`src/rtl/i2cm_pkg.sv`:
```
// Shared payload types and command codes of the I2C register-access master.
package i2cm_pkg;

    localparam int unsigned TICKS_W = 16;

    localparam logic [1:0] OP_TICK  = 2'd0;
    localparam logic [1:0] OP_WRITE = 2'd1;
    localparam logic [1:0] OP_READ  = 2'd2;

    typedef struct packed {
        logic [1:0] op;
        logic [6:0] dev_addr;
        logic [7:0] reg_addr;
        logic [7:0] byte_count;
        logic [7:0] wr_byte;
        logic       wr_valid;
        logic       sda_in;
    } t_in_item;

    typedef struct packed {
        logic       scl_out;
        logic       sda_out;
        logic [7:0] rd_byte;
        logic       rd_valid;
        logic       rd_last;
        logic       wr_request;
        logic       busy_res;
        logic       done_res;
        logic [1:0] status;
    } t_out_item;

endpackage

```
`src/rtl/i2cm_seq.sv`:
```
// Bus phase sequencer: holds the transaction state and builds one result per tick.
module i2cm_seq (
    input  logic                           i_clk,
    input  logic                           i_rst_n,
    input  logic                           i_step,
    input  i2cm_pkg::t_in_item             i_item,
    input  logic [i2cm_pkg::TICKS_W-1:0]   i_phase_ticks,
    output i2cm_pkg::t_out_item            o_result
);
    import i2cm_pkg::*;

    localparam logic [4:0] PH_IDLE = 5'd0;
    localparam logic [4:0] PH_ST1  = 5'd1;
    localparam logic [4:0] PH_ST2  = 5'd2;
    localparam logic [4:0] PH_ST3  = 5'd3;
    localparam logic [4:0] PH_TX1  = 5'd4;
    localparam logic [4:0] PH_TX2  = 5'd5;
    localparam logic [4:0] PH_TX3  = 5'd6;
    localparam logic [4:0] PH_AK1  = 5'd7;
    localparam logic [4:0] PH_AK2  = 5'd8;
    localparam logic [4:0] PH_AK3  = 5'd9;
    localparam logic [4:0] PH_RX1  = 5'd10;
    localparam logic [4:0] PH_RX2  = 5'd11;
    localparam logic [4:0] PH_MA1  = 5'd12;
    localparam logic [4:0] PH_MA2  = 5'd13;
    localparam logic [4:0] PH_MA3  = 5'd14;
    localparam logic [4:0] PH_MA4  = 5'd15;
    localparam logic [4:0] PH_SP1  = 5'd16;
    localparam logic [4:0] PH_SP2  = 5'd17;
    localparam logic [4:0] PH_SP3  = 5'd18;
    localparam logic [4:0] PH_SP4  = 5'd19;
    localparam logic [4:0] PH_WAIT = 5'd20;

    localparam logic [1:0] SG_ADDR_W = 2'd0;
    localparam logic [1:0] SG_REG    = 2'd1;
    localparam logic [1:0] SG_ADDR_R = 2'd2;
    localparam logic [1:0] SG_DATA_W = 2'd3;

    localparam logic [1:0] ST_OK         = 2'd0;
    localparam logic [1:0] ST_START_FAIL = 2'd1;
    localparam logic [1:0] ST_ADDR_NACK  = 2'd2;
    localparam logic [1:0] ST_DATA_NACK  = 2'd3;

    logic [4:0]         r_phase, n_phase;
    logic [TICKS_W-1:0] r_timer, n_timer;
    logic [3:0]         r_bit, n_bit;
    logic [7:0]         r_shift, n_shift;
    logic [7:0]         r_bytes, n_bytes;
    logic [6:0]         r_target, n_target;
    logic [7:0]         r_regaddr, n_regaddr;
    logic               r_is_read, n_is_read;
    logic [1:0]         r_status, n_status;
    logic               r_scl, n_scl;
    logic               r_sda, n_sda;
    logic [1:0]         r_stage, n_stage;

    logic [TICKS_W-1:0] timer_inc;
    logic [TICKS_W-1:0] phase_len;
    logic               expired;
    logic               first_start;
    logic               enter_en;
    logic [7:0]         rd_byte;
    logic               rd_valid;
    logic               rd_last;
    logic               done;

    always_comb begin
        n_phase   = r_phase;
        n_timer   = r_timer;
        n_bit     = r_bit;
        n_shift   = r_shift;
        n_bytes   = r_bytes;
        n_target  = r_target;
        n_regaddr = r_regaddr;
        n_is_read = r_is_read;
        n_status  = r_status;
        n_scl     = r_scl;
        n_sda     = r_sda;
        n_stage   = r_stage;
        enter_en  = 1'b0;
        rd_byte   = 8'd0;
        rd_valid  = 1'b0;
        rd_last   = 1'b0;
        done      = 1'b0;

        timer_inc   = r_timer + 1'b1;
        phase_len   = (i_phase_ticks == '0) ? TICKS_W'(1) : i_phase_ticks;
        expired     = (timer_inc >= phase_len);
        first_start = (r_stage == SG_ADDR_W);

        case (r_phase)
            PH_IDLE: begin
                if (i_item.op inside {OP_WRITE, OP_READ}) begin
                    n_target  = i_item.dev_addr;
                    n_regaddr = i_item.reg_addr;
                    n_bytes   = i_item.byte_count;
                    n_is_read = (i_item.op == OP_READ);
                    n_status  = ST_OK;
                    n_stage   = SG_ADDR_W;
                    n_phase   = PH_ST1;
                    enter_en  = 1'b1;
                end
            end
            PH_WAIT: begin
                if (i_item.wr_valid) begin
                    n_shift  = i_item.wr_byte;
                    n_bit    = 4'd0;
                    n_phase  = PH_TX1;
                    enter_en = 1'b1;
                end
            end
            default: begin
                n_timer = timer_inc;
                if (expired) begin
                    enter_en = 1'b1;
                    case (r_phase)
                        PH_ST1: begin
                            if (first_start && !i_item.sda_in) begin
                                n_status = ST_START_FAIL;
                                n_phase  = PH_IDLE;
                                done     = 1'b1;
                                enter_en = 1'b0;
                            end else begin
                                n_phase = PH_ST2;
                            end
                        end
                        PH_ST2: begin
                            if (first_start && i_item.sda_in) begin
                                n_status = ST_START_FAIL;
                                n_phase  = PH_IDLE;
                                done     = 1'b1;
                                enter_en = 1'b0;
                            end else begin
                                n_phase = PH_ST3;
                            end
                        end
                        PH_ST3: begin
                            n_shift = {r_target, (r_stage == SG_ADDR_R)};
                            n_bit   = 4'd0;
                            n_phase = PH_TX1;
                        end
                        PH_TX1: n_phase = PH_TX2;
                        PH_TX2: n_phase = PH_TX3;
                        PH_TX3: begin
                            n_bit   = r_bit + 1'b1;
                            n_phase = n_bit[3] ? PH_AK1 : PH_TX1;
                        end
                        PH_AK1: n_phase = PH_AK2;
                        PH_AK2: n_phase = PH_AK3;
                        PH_AK3: begin
                            n_scl = 1'b0;
                            case (r_stage)
                                SG_ADDR_W: begin
                                    if (i_item.sda_in) begin
                                        n_status = ST_ADDR_NACK;
                                        n_phase  = PH_SP1;
                                    end else begin
                                        n_stage = SG_REG;
                                        n_shift = r_regaddr;
                                        n_bit   = 4'd0;
                                        n_phase = PH_TX1;
                                    end
                                end
                                SG_REG: begin
                                    if (r_is_read) begin
                                        n_stage = SG_ADDR_R;
                                        n_phase = PH_ST1;
                                    end else begin
                                        n_stage = SG_DATA_W;
                                        if (r_bytes == 8'd0) begin
                                            n_phase = PH_SP1;
                                        end else begin
                                            n_phase  = PH_WAIT;
                                            enter_en = 1'b0;
                                        end
                                    end
                                end
                                SG_ADDR_R: begin
                                    if (r_bytes == 8'd0) begin
                                        n_phase = PH_SP1;
                                    end else begin
                                        n_sda   = 1'b1;
                                        n_shift = 8'd0;
                                        n_bit   = 4'd0;
                                        n_phase = PH_RX1;
                                    end
                                end
                                default: begin
                                    if (i_item.sda_in) begin
                                        n_status = ST_DATA_NACK;
                                        n_phase  = PH_SP1;
                                    end else begin
                                        n_bytes = r_bytes - 1'b1;
                                        if (n_bytes == 8'd0) begin
                                            n_phase = PH_SP1;
                                        end else begin
                                            n_phase  = PH_WAIT;
                                            enter_en = 1'b0;
                                        end
                                    end
                                end
                            endcase
                        end
                        PH_RX1: n_phase = PH_RX2;
                        PH_RX2: begin
                            n_shift = {r_shift[6:0], i_item.sda_in};
                            n_bit   = r_bit + 1'b1;
                            if (n_bit[3]) begin
                                rd_byte  = n_shift;
                                rd_valid = 1'b1;
                                rd_last  = (r_bytes == 8'd1);
                                n_phase  = PH_MA1;
                            end else begin
                                n_phase = PH_RX1;
                            end
                        end
                        PH_MA1: n_phase = PH_MA2;
                        PH_MA2: n_phase = PH_MA3;
                        PH_MA3: n_phase = PH_MA4;
                        PH_MA4: begin
                            n_bytes = r_bytes - 1'b1;
                            if (n_bytes == 8'd0) begin
                                n_phase = PH_SP1;
                            end else begin
                                n_sda   = 1'b1;
                                n_shift = 8'd0;
                                n_bit   = 4'd0;
                                n_phase = PH_RX1;
                            end
                        end
                        PH_SP1: n_phase = PH_SP2;
                        PH_SP2: n_phase = PH_SP3;
                        PH_SP3: n_phase = PH_SP4;
                        PH_SP4: begin
                            n_phase  = PH_IDLE;
                            done     = 1'b1;
                            enter_en = 1'b0;
                        end
                        default: begin
                            n_phase  = PH_IDLE;
                            enter_en = 1'b0;
                        end
                    endcase
                end
            end
        endcase

        // Apply the line levels that belong to the phase being entered.
        if (enter_en) begin
            n_timer = '0;
            case (n_phase)
                PH_ST1: begin
                    n_sda = 1'b1;
                    n_scl = 1'b1;
                end
                PH_ST2, PH_ST3, PH_SP2: n_sda = 1'b0;
                PH_TX2: begin
                    n_sda   = n_shift[7];
                    n_shift = {n_shift[6:0], 1'b0};
                end
                PH_AK2, PH_SP4: n_sda = 1'b1;
                PH_MA2: n_sda = (n_bytes == 8'd1);
                PH_TX3, PH_AK3, PH_RX2, PH_MA3, PH_SP3: n_scl = 1'b1;
                PH_TX1, PH_AK1, PH_RX1, PH_MA1, PH_MA4, PH_SP1: n_scl = 1'b0;
                default: ;
            endcase
        end

        o_result.scl_out    = n_scl;
        o_result.sda_out    = n_sda;
        o_result.rd_byte    = rd_byte;
        o_result.rd_valid   = rd_valid;
        o_result.rd_last    = rd_last;
        o_result.wr_request = (n_phase == PH_WAIT);
        o_result.busy_res   = (n_phase != PH_IDLE);
        o_result.done_res   = done;
        o_result.status     = n_status;
    end

    always_ff @(posedge i_clk) begin
        if (!i_rst_n) begin
            r_phase   <= PH_IDLE;
            r_timer   <= '0;
            r_bit     <= 4'd0;
            r_shift   <= 8'd0;
            r_bytes   <= 8'd0;
            r_target  <= 7'd0;
            r_regaddr <= 8'd0;
            r_is_read <= 1'b0;
            r_status  <= ST_OK;
            r_scl     <= 1'b1;
            r_sda     <= 1'b1;
            r_stage   <= SG_ADDR_W;
        end else if (i_step) begin
            r_phase   <= n_phase;
            r_timer   <= n_timer;
            r_bit     <= n_bit;
            r_shift   <= n_shift;
            r_bytes   <= n_bytes;
            r_target  <= n_target;
            r_regaddr <= n_regaddr;
            r_is_read <= n_is_read;
            r_status  <= n_status;
            r_scl     <= n_scl;
            r_sda     <= n_sda;
            r_stage   <= n_stage;
        end
    end

endmodule

```
`src/rtl/i2c_master_register_access.sv`:
```
// Top level of the I2C register-access master: handshake registers and configuration.
//
// I2C master that runs one register transaction per command: a burst write
// (start, device address, register byte, data bytes, stop) or a burst read
// (start, device address, register byte, repeated start, device address with
// the read bit, received bytes, stop). Every input transaction is one tick of
// the bus timing; it carries the command fields, the next write byte and the
// sampled SDA level, and it produces exactly one output transaction with the
// SCL/SDA levels to drive and the status of the bus work. One tick is taken
// every clock cycle while the result register is free or drains; a tick passes
// through the input register and then the result register around the
// single-pass phase sequencer. Each bus phase lasts phase_ticks ticks (a written
// value of zero counts as one). Write the configuration register only while no
// transaction is in progress; it takes effect on the next tick.
module i2c_master_register_access (
    input  logic                           i_clk,
    input  logic                           i_rst_n,
    input  logic                           i_in_valid,
    output logic                           o_in_stall,
    input  i2cm_pkg::t_in_item             i_in_item,
    output logic                           o_out_valid,
    input  logic                           i_out_stall,
    output i2cm_pkg::t_out_item            o_out_item,
    input  logic                           i_cfg_valid,
    output logic                           o_cfg_ready,
    input  logic [i2cm_pkg::TICKS_W-1:0]   i_cfg_data
);
    import i2cm_pkg::*;

    t_in_item            r_in;
    logic                r_in_valid;
    t_out_item           r_out;
    logic                r_out_valid;
    logic [TICKS_W-1:0]  r_phase_ticks;

    t_out_item           seq_result;
    logic                step;
    logic                in_accept;

    // Advance a held tick whenever the result register is free or drains now.
    assign step      = r_in_valid && (!r_out_valid || !i_out_stall);
    assign o_in_stall = r_in_valid && !step;
    assign in_accept = i_in_valid && !o_in_stall;

    // The register is to be written only while idle; the block does not enforce this, so accept every write at once.
    assign o_cfg_ready = 1'b1;

    assign o_out_valid = r_out_valid;
    assign o_out_item  = r_out;

    i2cm_seq u_seq (
        .i_clk         (i_clk),
        .i_rst_n       (i_rst_n),
        .i_step        (step),
        .i_item        (r_in),
        .i_phase_ticks (r_phase_ticks),
        .o_result      (seq_result)
    );

    // Input register: hold the tick until the sequencer consumes it.
    always_ff @(posedge i_clk) begin
        if (!i_rst_n) begin
            r_in_valid <= 1'b0;
        end else if (in_accept) begin
            r_in_valid <= 1'b1;
        end else if (step) begin
            r_in_valid <= 1'b0;
        end
    end

    always_ff @(posedge i_clk) begin
        if (in_accept) begin
            r_in <= i_in_item;
        end
    end

    // Result register: load on each step, drop once taken downstream.
    always_ff @(posedge i_clk) begin
        if (!i_rst_n) begin
            r_out_valid <= 1'b0;
        end else if (step) begin
            r_out_valid <= 1'b1;
        end else if (!i_out_stall) begin
            r_out_valid <= 1'b0;
        end
    end

    always_ff @(posedge i_clk) begin
        if (step) begin
            r_out <= seq_result;
        end
    end

    always_ff @(posedge i_clk) begin
        if (!i_rst_n) begin
            r_phase_ticks <= TICKS_W'(7);
        end else if (i_cfg_valid && o_cfg_ready) begin
            r_phase_ticks <= i_cfg_data;
        end
    end

`ifndef SYNTH
    a_done_ends_busy: assert property (@(posedge i_clk) disable iff (!i_rst_n)
        (o_out_valid && o_out_item.done_res) |-> !o_out_item.busy_res)
        else $error("done raised while still busy");

    a_rd_in_busy: assert property (@(posedge i_clk) disable iff (!i_rst_n)
        (o_out_valid && o_out_item.rd_valid) |-> o_out_item.busy_res)
        else $error("read byte delivered outside a transaction");

    a_wait_scl_low: assert property (@(posedge i_clk) disable iff (!i_rst_n)
        (o_out_valid && o_out_item.wr_request)
            |-> (o_out_item.busy_res && !o_out_item.scl_out))
        else $error("write request without SCL held low");

    a_cfg_write: assert property (@(posedge i_clk) disable iff (!i_rst_n)
        (i_cfg_valid && o_cfg_ready) |=> (r_phase_ticks == $past(i_cfg_data)))
        else $error("phase_ticks write lost");
`endif

endmodule
```
`config.mk`:
```
export PLATFORM = sky130hd
export DESIGN_NAME = i2c_master_register_access
export DESIGN_NICKNAME = d
export VERILOG_FILES = /design/src/rtl/i2cm_pkg.sv /design/src/rtl/i2cm_seq.sv /design/src/rtl/i2c_master_register_access.sv
export SDC_FILE = /design/constraint.sdc
export NUM_CORES = 1
export LEC_CHECK = 0
export ABC_AREA = 1
export BUFFER_PORTS_ARGS = -buffer_cell sky130_fd_sc_hd__buf_4
export CAP_MARGIN = 20
export CORE_MARGIN = 5
export CORE_UTILIZATION = 30
export DETAILED_ROUTE_END_ITERATION = 10
export PLACE_DENSITY_LB_ADDON = 0.1
export SLEW_MARGIN = 40
export SYNTH_ARGS = -nofsm -noshare
export SYNTH_HDL_FRONTEND = slang
export SYNTH_SLANG_ARGS = --single-unit
```
`constraint.sdc`:
```
create_clock -name i_clk -period 3.7 [get_ports i_clk]
set_input_delay 0.74 -clock i_clk [delete_from_list [all_inputs] [get_ports i_clk]]
set_output_delay 0.74 -clock i_clk [all_outputs]
set_load 0.1 [all_outputs]
```
==> out/qor_table.md <==
| Group | Item | This run |
|:---|:---|:---|
| finish | Layout Utilization | 0.415 |
| min path | HP Class | reg2reg |
| global route | Via count of the first global-routing pass | 7,240 |
| timing | Hold Vio Cnt, Final | 0 |
| critical path | Maximum net fanout on the critical path | 6 |
| cts | Maximum number of buffers from clock root to sink | 2 |
| floorplan | Floorplan row count | 58 |
| synth | Gate count after technology mapping | 995 |
| synth | EDFF count, synth | 52 |
| cts | Clock insertion delay at the later pin of the skew report | 0.44 ns |
| timing | Worst setup margin | -0.185 ns |
| drt | Vias post-DR | 7,201 |
| synth | Fraction of the mapped netlist area in compound gates | 0.167 |
| synth | Adder and majority gate portion of the synthesized area | 0.0411 |
| timing | Portion of the clock cycle consumed by the worst path in the final layout | 1.05 |
| drt | Total routed wire length on the met1 layer | 11,100 um |
| min path | Critical hold path startpoint | u_seq.r_target[4] |
| critical path | Kind of end point of the critical path | flip-flop |
| pwr | Relative contribution of the clock network to total power | 0.417 |
| synth | Flip-flop cell with the highest count after synthesis | dfxtp_1 |
| synth | Number of nets in the synthesized netlist | 1,076 |
| finish | Layout cells sized above 1 | 0.304 |
| finish | Fin area | 10,400 um2 |
| placed design | Area after DPL | 9030 um2 |
| global route | Pin count of the biggest net entering global routing | 44 |
| pwr | Share of power burned in registers | 0.376 |
| critical path | Worst flop-to-flop path startpoint | u_seq.r_timer[1] |
| cts | Clock-pin slew reported for the worst setup and hold paths after clock tree synthesis | 0.07 ns |
| timing | Maximum clock frequency | 257 MHz |
| min path | Count of cells along the worst hold path | 2 |
| timing | Worst hold margin | 0.469 ns |
| floorplan | Die span in y | 169 um |
| synth | Async S/R FF share, synth | 0 |
| drt | Metal2 WL | 11,200 um |
| pwr | Maximum vdd drop | 259 uV |
| global route | Global-route total usage across every layer | 0.166 |
| timing | Setup repair after global routing missed its margin | yes |
| floorplan | Top-Level Pins | 76 |
| timing | Total count of max-transition violations in the final report | 0 |
| synth | Number of different library cells in the post-synthesis netlist | 55 |
| drt | DRC errors left | 0 |
| flow run | Count of maximum capacitance violations | 0 |
| pwr | Switching power as a share of total power | 0.326 |
| critical path | Length in cells of the worst reg-to-reg path | 27 |
| drt | Final ANT Viol Nets | 0 |
| outcome | Status | finished with violations |
| synth | Synth Cell Area | 7600 um2 |
| timing | Number of setup violations in the final report | 29 |
| placed design | Detailed Place HPWL | 16,800 um |
| outcome | Violations in the final reports | setup timing |
| drt | Average wire length per cell after detail routing | 15.7 um |
| cts | CTS sink cnt | 133 |
| pwr | Leakage power of the design | 4.47 nW |
| critical path | WS Path Type | reg2reg |
| placed design | Input/output buffers | 74 |
| synth | Flip-flop and latch count after synthesis | 133 |
| floorplan | Floorplan die width | 169 um |
| global route | First-pass GRT wire length | 38,100 um |
| placed design | Final weighted congestion in routability-driven placement | 0.887 |
| synth | Synth Area in Simple Gates | 0.267 |
| critical path | Endpoint of the worst register-to-register path | u_seq.r_shift[4] |
| timing | Max_slew headroom | 0.572 |
| floorplan | Core Region | 25,000 um2 |
| floorplan | Effective utilization at floorplan | 0.304 |
| synth | Portion of the post-synthesis area used by sequential elements | 0.419 |
| drt | Initial DRC count | 409 |
| pwr | Internal portion of total power | 0.00298 W |
| global route | Remaining global-route overflow | 0 |
| timing | Skew final | 0.0152 ns |
| floorplan | Die Outline Area | 28,600 um2 |
| pwr | Power per unit of standard cell area | 426 nW/um2 |
| synth | Yosys warning count | 0 |
| timing | Slew at the pin with the worst max-slew slack | 0.641 ns |
| critical path | Required arrival time at the worst endpoint | 4.04 ns |
| drt | Top routing layer in use | met4 |
| cts | CTS hold repair buffers | 0 |
| cts | Total CTS buffers | 17 |
| drt | Wire length on met3 | 815 um |
| synth | Xor and xnor area share after synthesis | 0.0184 |
| finish | Diodes inserted | 0 |
| timing | Crit path time final | 3.89 ns |
| synth | Share of cell area taken by muxes after synthesis | 0 |
| cts | CTS H-tree lvls | 4 |
| pwr | Reported net switching power | 0.00144 W |
| global route | Number of antenna violations at the first check in global routing | 0 |
| drt | Vias per std cell | 4.81 |
| cts | CTS tree | yes |
| synth | Average instance area after synthesis | 7.64 um2 |
| drt | Routed wire length | 23,500 um |
| critical path | Data arrival time of the critical path | 4.23 ns |
| min path | End point of the worst hold path | u_seq.r_target[4] |
| drt | Number of detailed-route iterations in the first pass | 5 |
| critical path | Type of origin of the critical path | flip-flop |
| cts | Root Driver | clkbuf_16 |
| finish | Number of nets at the end of the flow | 1,234 |
| synth | Dominant combinational cell family by area after synthesis | simple AND/OR/NAND/NOR gates |
| critical path | R2R setup slack | -0.19 ns |
| finish | Layout Area Growth over Synthesis | 36.6% |
| pwr | Combinational group share of total power | 0.208 |
==> final cells by class <==
type | count | area, um2
clock buffers | 17 | 425
clock inverters | 15 | 204
fillers | 2581 | 14700
inverters | 130 | 504
multi-input cells | 703 | 4230
repair buffers | 168 | 1420
well taps | 330 | 413
flip-flops and latches | 133 | 3190
==> kinds of logic after synthesis <==
family                   count (synthesis)
AO/OA/AOI/OAI                          221
adder cells (fa/ha/maj)                 25
AND/OR/NAND/NOR                        439
XOR/XNOR                                16
flip-flops                             133
buffers and inverters                  160
other                                    1
==> Yosys cell counts (4+ instances only) <==
library cell | n | area, um2
o21a_1 | 5 | 37.5
nand2_1 | 202 | 758
nor2_1 | 97 | 364
buf_6 | 4 | 45.0
buf_2 | 6 | 30.0
a211oi_1 | 5 | 37.5
a221oi_1 | 5 | 43.8
o21ai_1 | 8 | 40.0
nand2_2 | 4 | 25.0
inv_1 | 105 | 394
o211ai_1 | 8 | 60.1
nor4_1 | 6 | 37.5
clkbuf_1 | 16 | 60.1
nor2_2 | 11 | 68.8
a22oi_1 | 11 | 82.6
nand4_1 | 5 | 31.3
xor2_1 | 14 | 123
nor3_1 | 9 | 45.0
nand3_1 | 79 | 395
edfxtp_1 | 52 | 1560
o22ai_1 | 7 | 43.8
nand3_2 | 5 | 50.1
nor2_4 | 6 | 67.6
a21oi_1 | 92 | 460
inv_2 | 21 | 78.8
dfxtp_1 | 81 | 1620
ha_1 | 25 | 313
buf_4 | 4 | 30.0
o21ai_0 | 62 | 310
a31oi_1 | 4 | 25.0
==> timing repair <==
item,CTS,global route
pin swaps,53,48
gates cloned,2,0
setup buffers,14,8
setup endpoints to repair,45,63
gates resized for setup,72,63
==> sequential cells by signal (all words and copies together) (netlist names), 4 cells and up <==
signal and cells:
r_in 35, o_out_item 17, r_phase_ticks 16, u_seq.r_timer 16
u_seq.r_bytes 8, u_seq.r_regaddr 8, u_seq.r_shift 8, u_seq.r_target 7
u_seq.r_phase 5, u_seq.r_bit 4
==> worst max-delay path by stage <==
stage / cells after the start / end / startpoint
after floorplan: 23 / o_out_item[15] / u_seq.r_timer[0]
after global placement: 27 / u_seq.r_sda / u_seq.r_timer[1]
after detailed placement: 29 / u_seq.r_shift[1] / u_seq.r_timer[1]
after CTS: 28 / u_seq.r_shift[5] / u_seq.r_timer[1]
after global routing: 27 / u_seq.r_shift[5] / u_seq.r_timer[1]
final: 27 / u_seq.r_shift[4] / u_seq.r_timer[1]
==> power by group through the flow <==
stage / clock (W) / combinational [W] / sequential (W)
floorplan: 0 / 0.000467 / 0.00173
global placement: 0 / 0.000817 / 0.00169
detailed placement: 0 / 0.000810 / 0.00169
CTS: 0.00190 / 0.000874 / 0.00166
global route: 0.00195 / 0.00101 / 0.00167
finish: 0.00184 / 0.000917 / 0.00166
==> critical path: stages, from the launching register on <==
cell and delay (ns):
dfxtp_2 0.33, buf_4 0.11, ha_4 0.13, nand3_4 0.09
nor3b_4 0.23, nand3_2 0.13, nor2_2 0.14, nand4_1 0.14
nor3_2 0.18, xor2_1 0.12, ha_1 0.32, nand2_2 0.08
nor3_2 0.20, nand3_1 0.13, nand3_2 0.10, buf_6 0.14
buf_12 0.13, nand2_8 0.06, buf_12 0.13, nor2_4 0.12
buf_6 0.13, nor2_2 0.04, nor3_2 0.23, a21oi_2 0.09
nand2_1 0.08, nand3_1 0.07, nand2_1 0.08, inv_1 0.03
==> per-layer routing <==
| metal | global-route usage | up-vias |
|---|---|---|
| li1 | - | 3670 |
| met1 | 0.224 | 3360 |
| met2 | 0.272 | 142 |
| met3 | 0.0305 | 29 |
| met4 | 0.0487 | 0 |
| met5 | 0 | - |
==> per-stage QoR <==
step           total power, W  setup slack (ns)  std cells  TNS, ns
2_1_floorplan         0.00220           0.00939        995        0
3_3_place_gp          0.00251            -0.399       1441    -9.31
3_5_place_dp          0.00250            -0.458       1441   -10.94
4_1_cts               0.00443            -0.209       1488    -4.93
5_1_grt               0.00463            -0.501       1496   -14.27
6_report              0.00442            -0.185       1496    -3.47
==> cells in the final DEF, fill, tap and decap left out, types with 14 or more instances in the layout <==
master	netlist	final
inv_1	105	103
nor2_4	6	14
nor2_2	11	22
edfxtp_1	52	52
o21ai_0	62	57
nand3_1	79	67
a21oi_1	92	76
nand2_1	202	186
clkbuf_16	0	17
buf_4	4	150
ha_1	25	23
nand3_2	5	14
dfxtp_1	81	78
a21oi_2	2	18
inv_2	21	18
nor2_1	97	79
No activity file was read; power rests on OpenSTA's default activity.
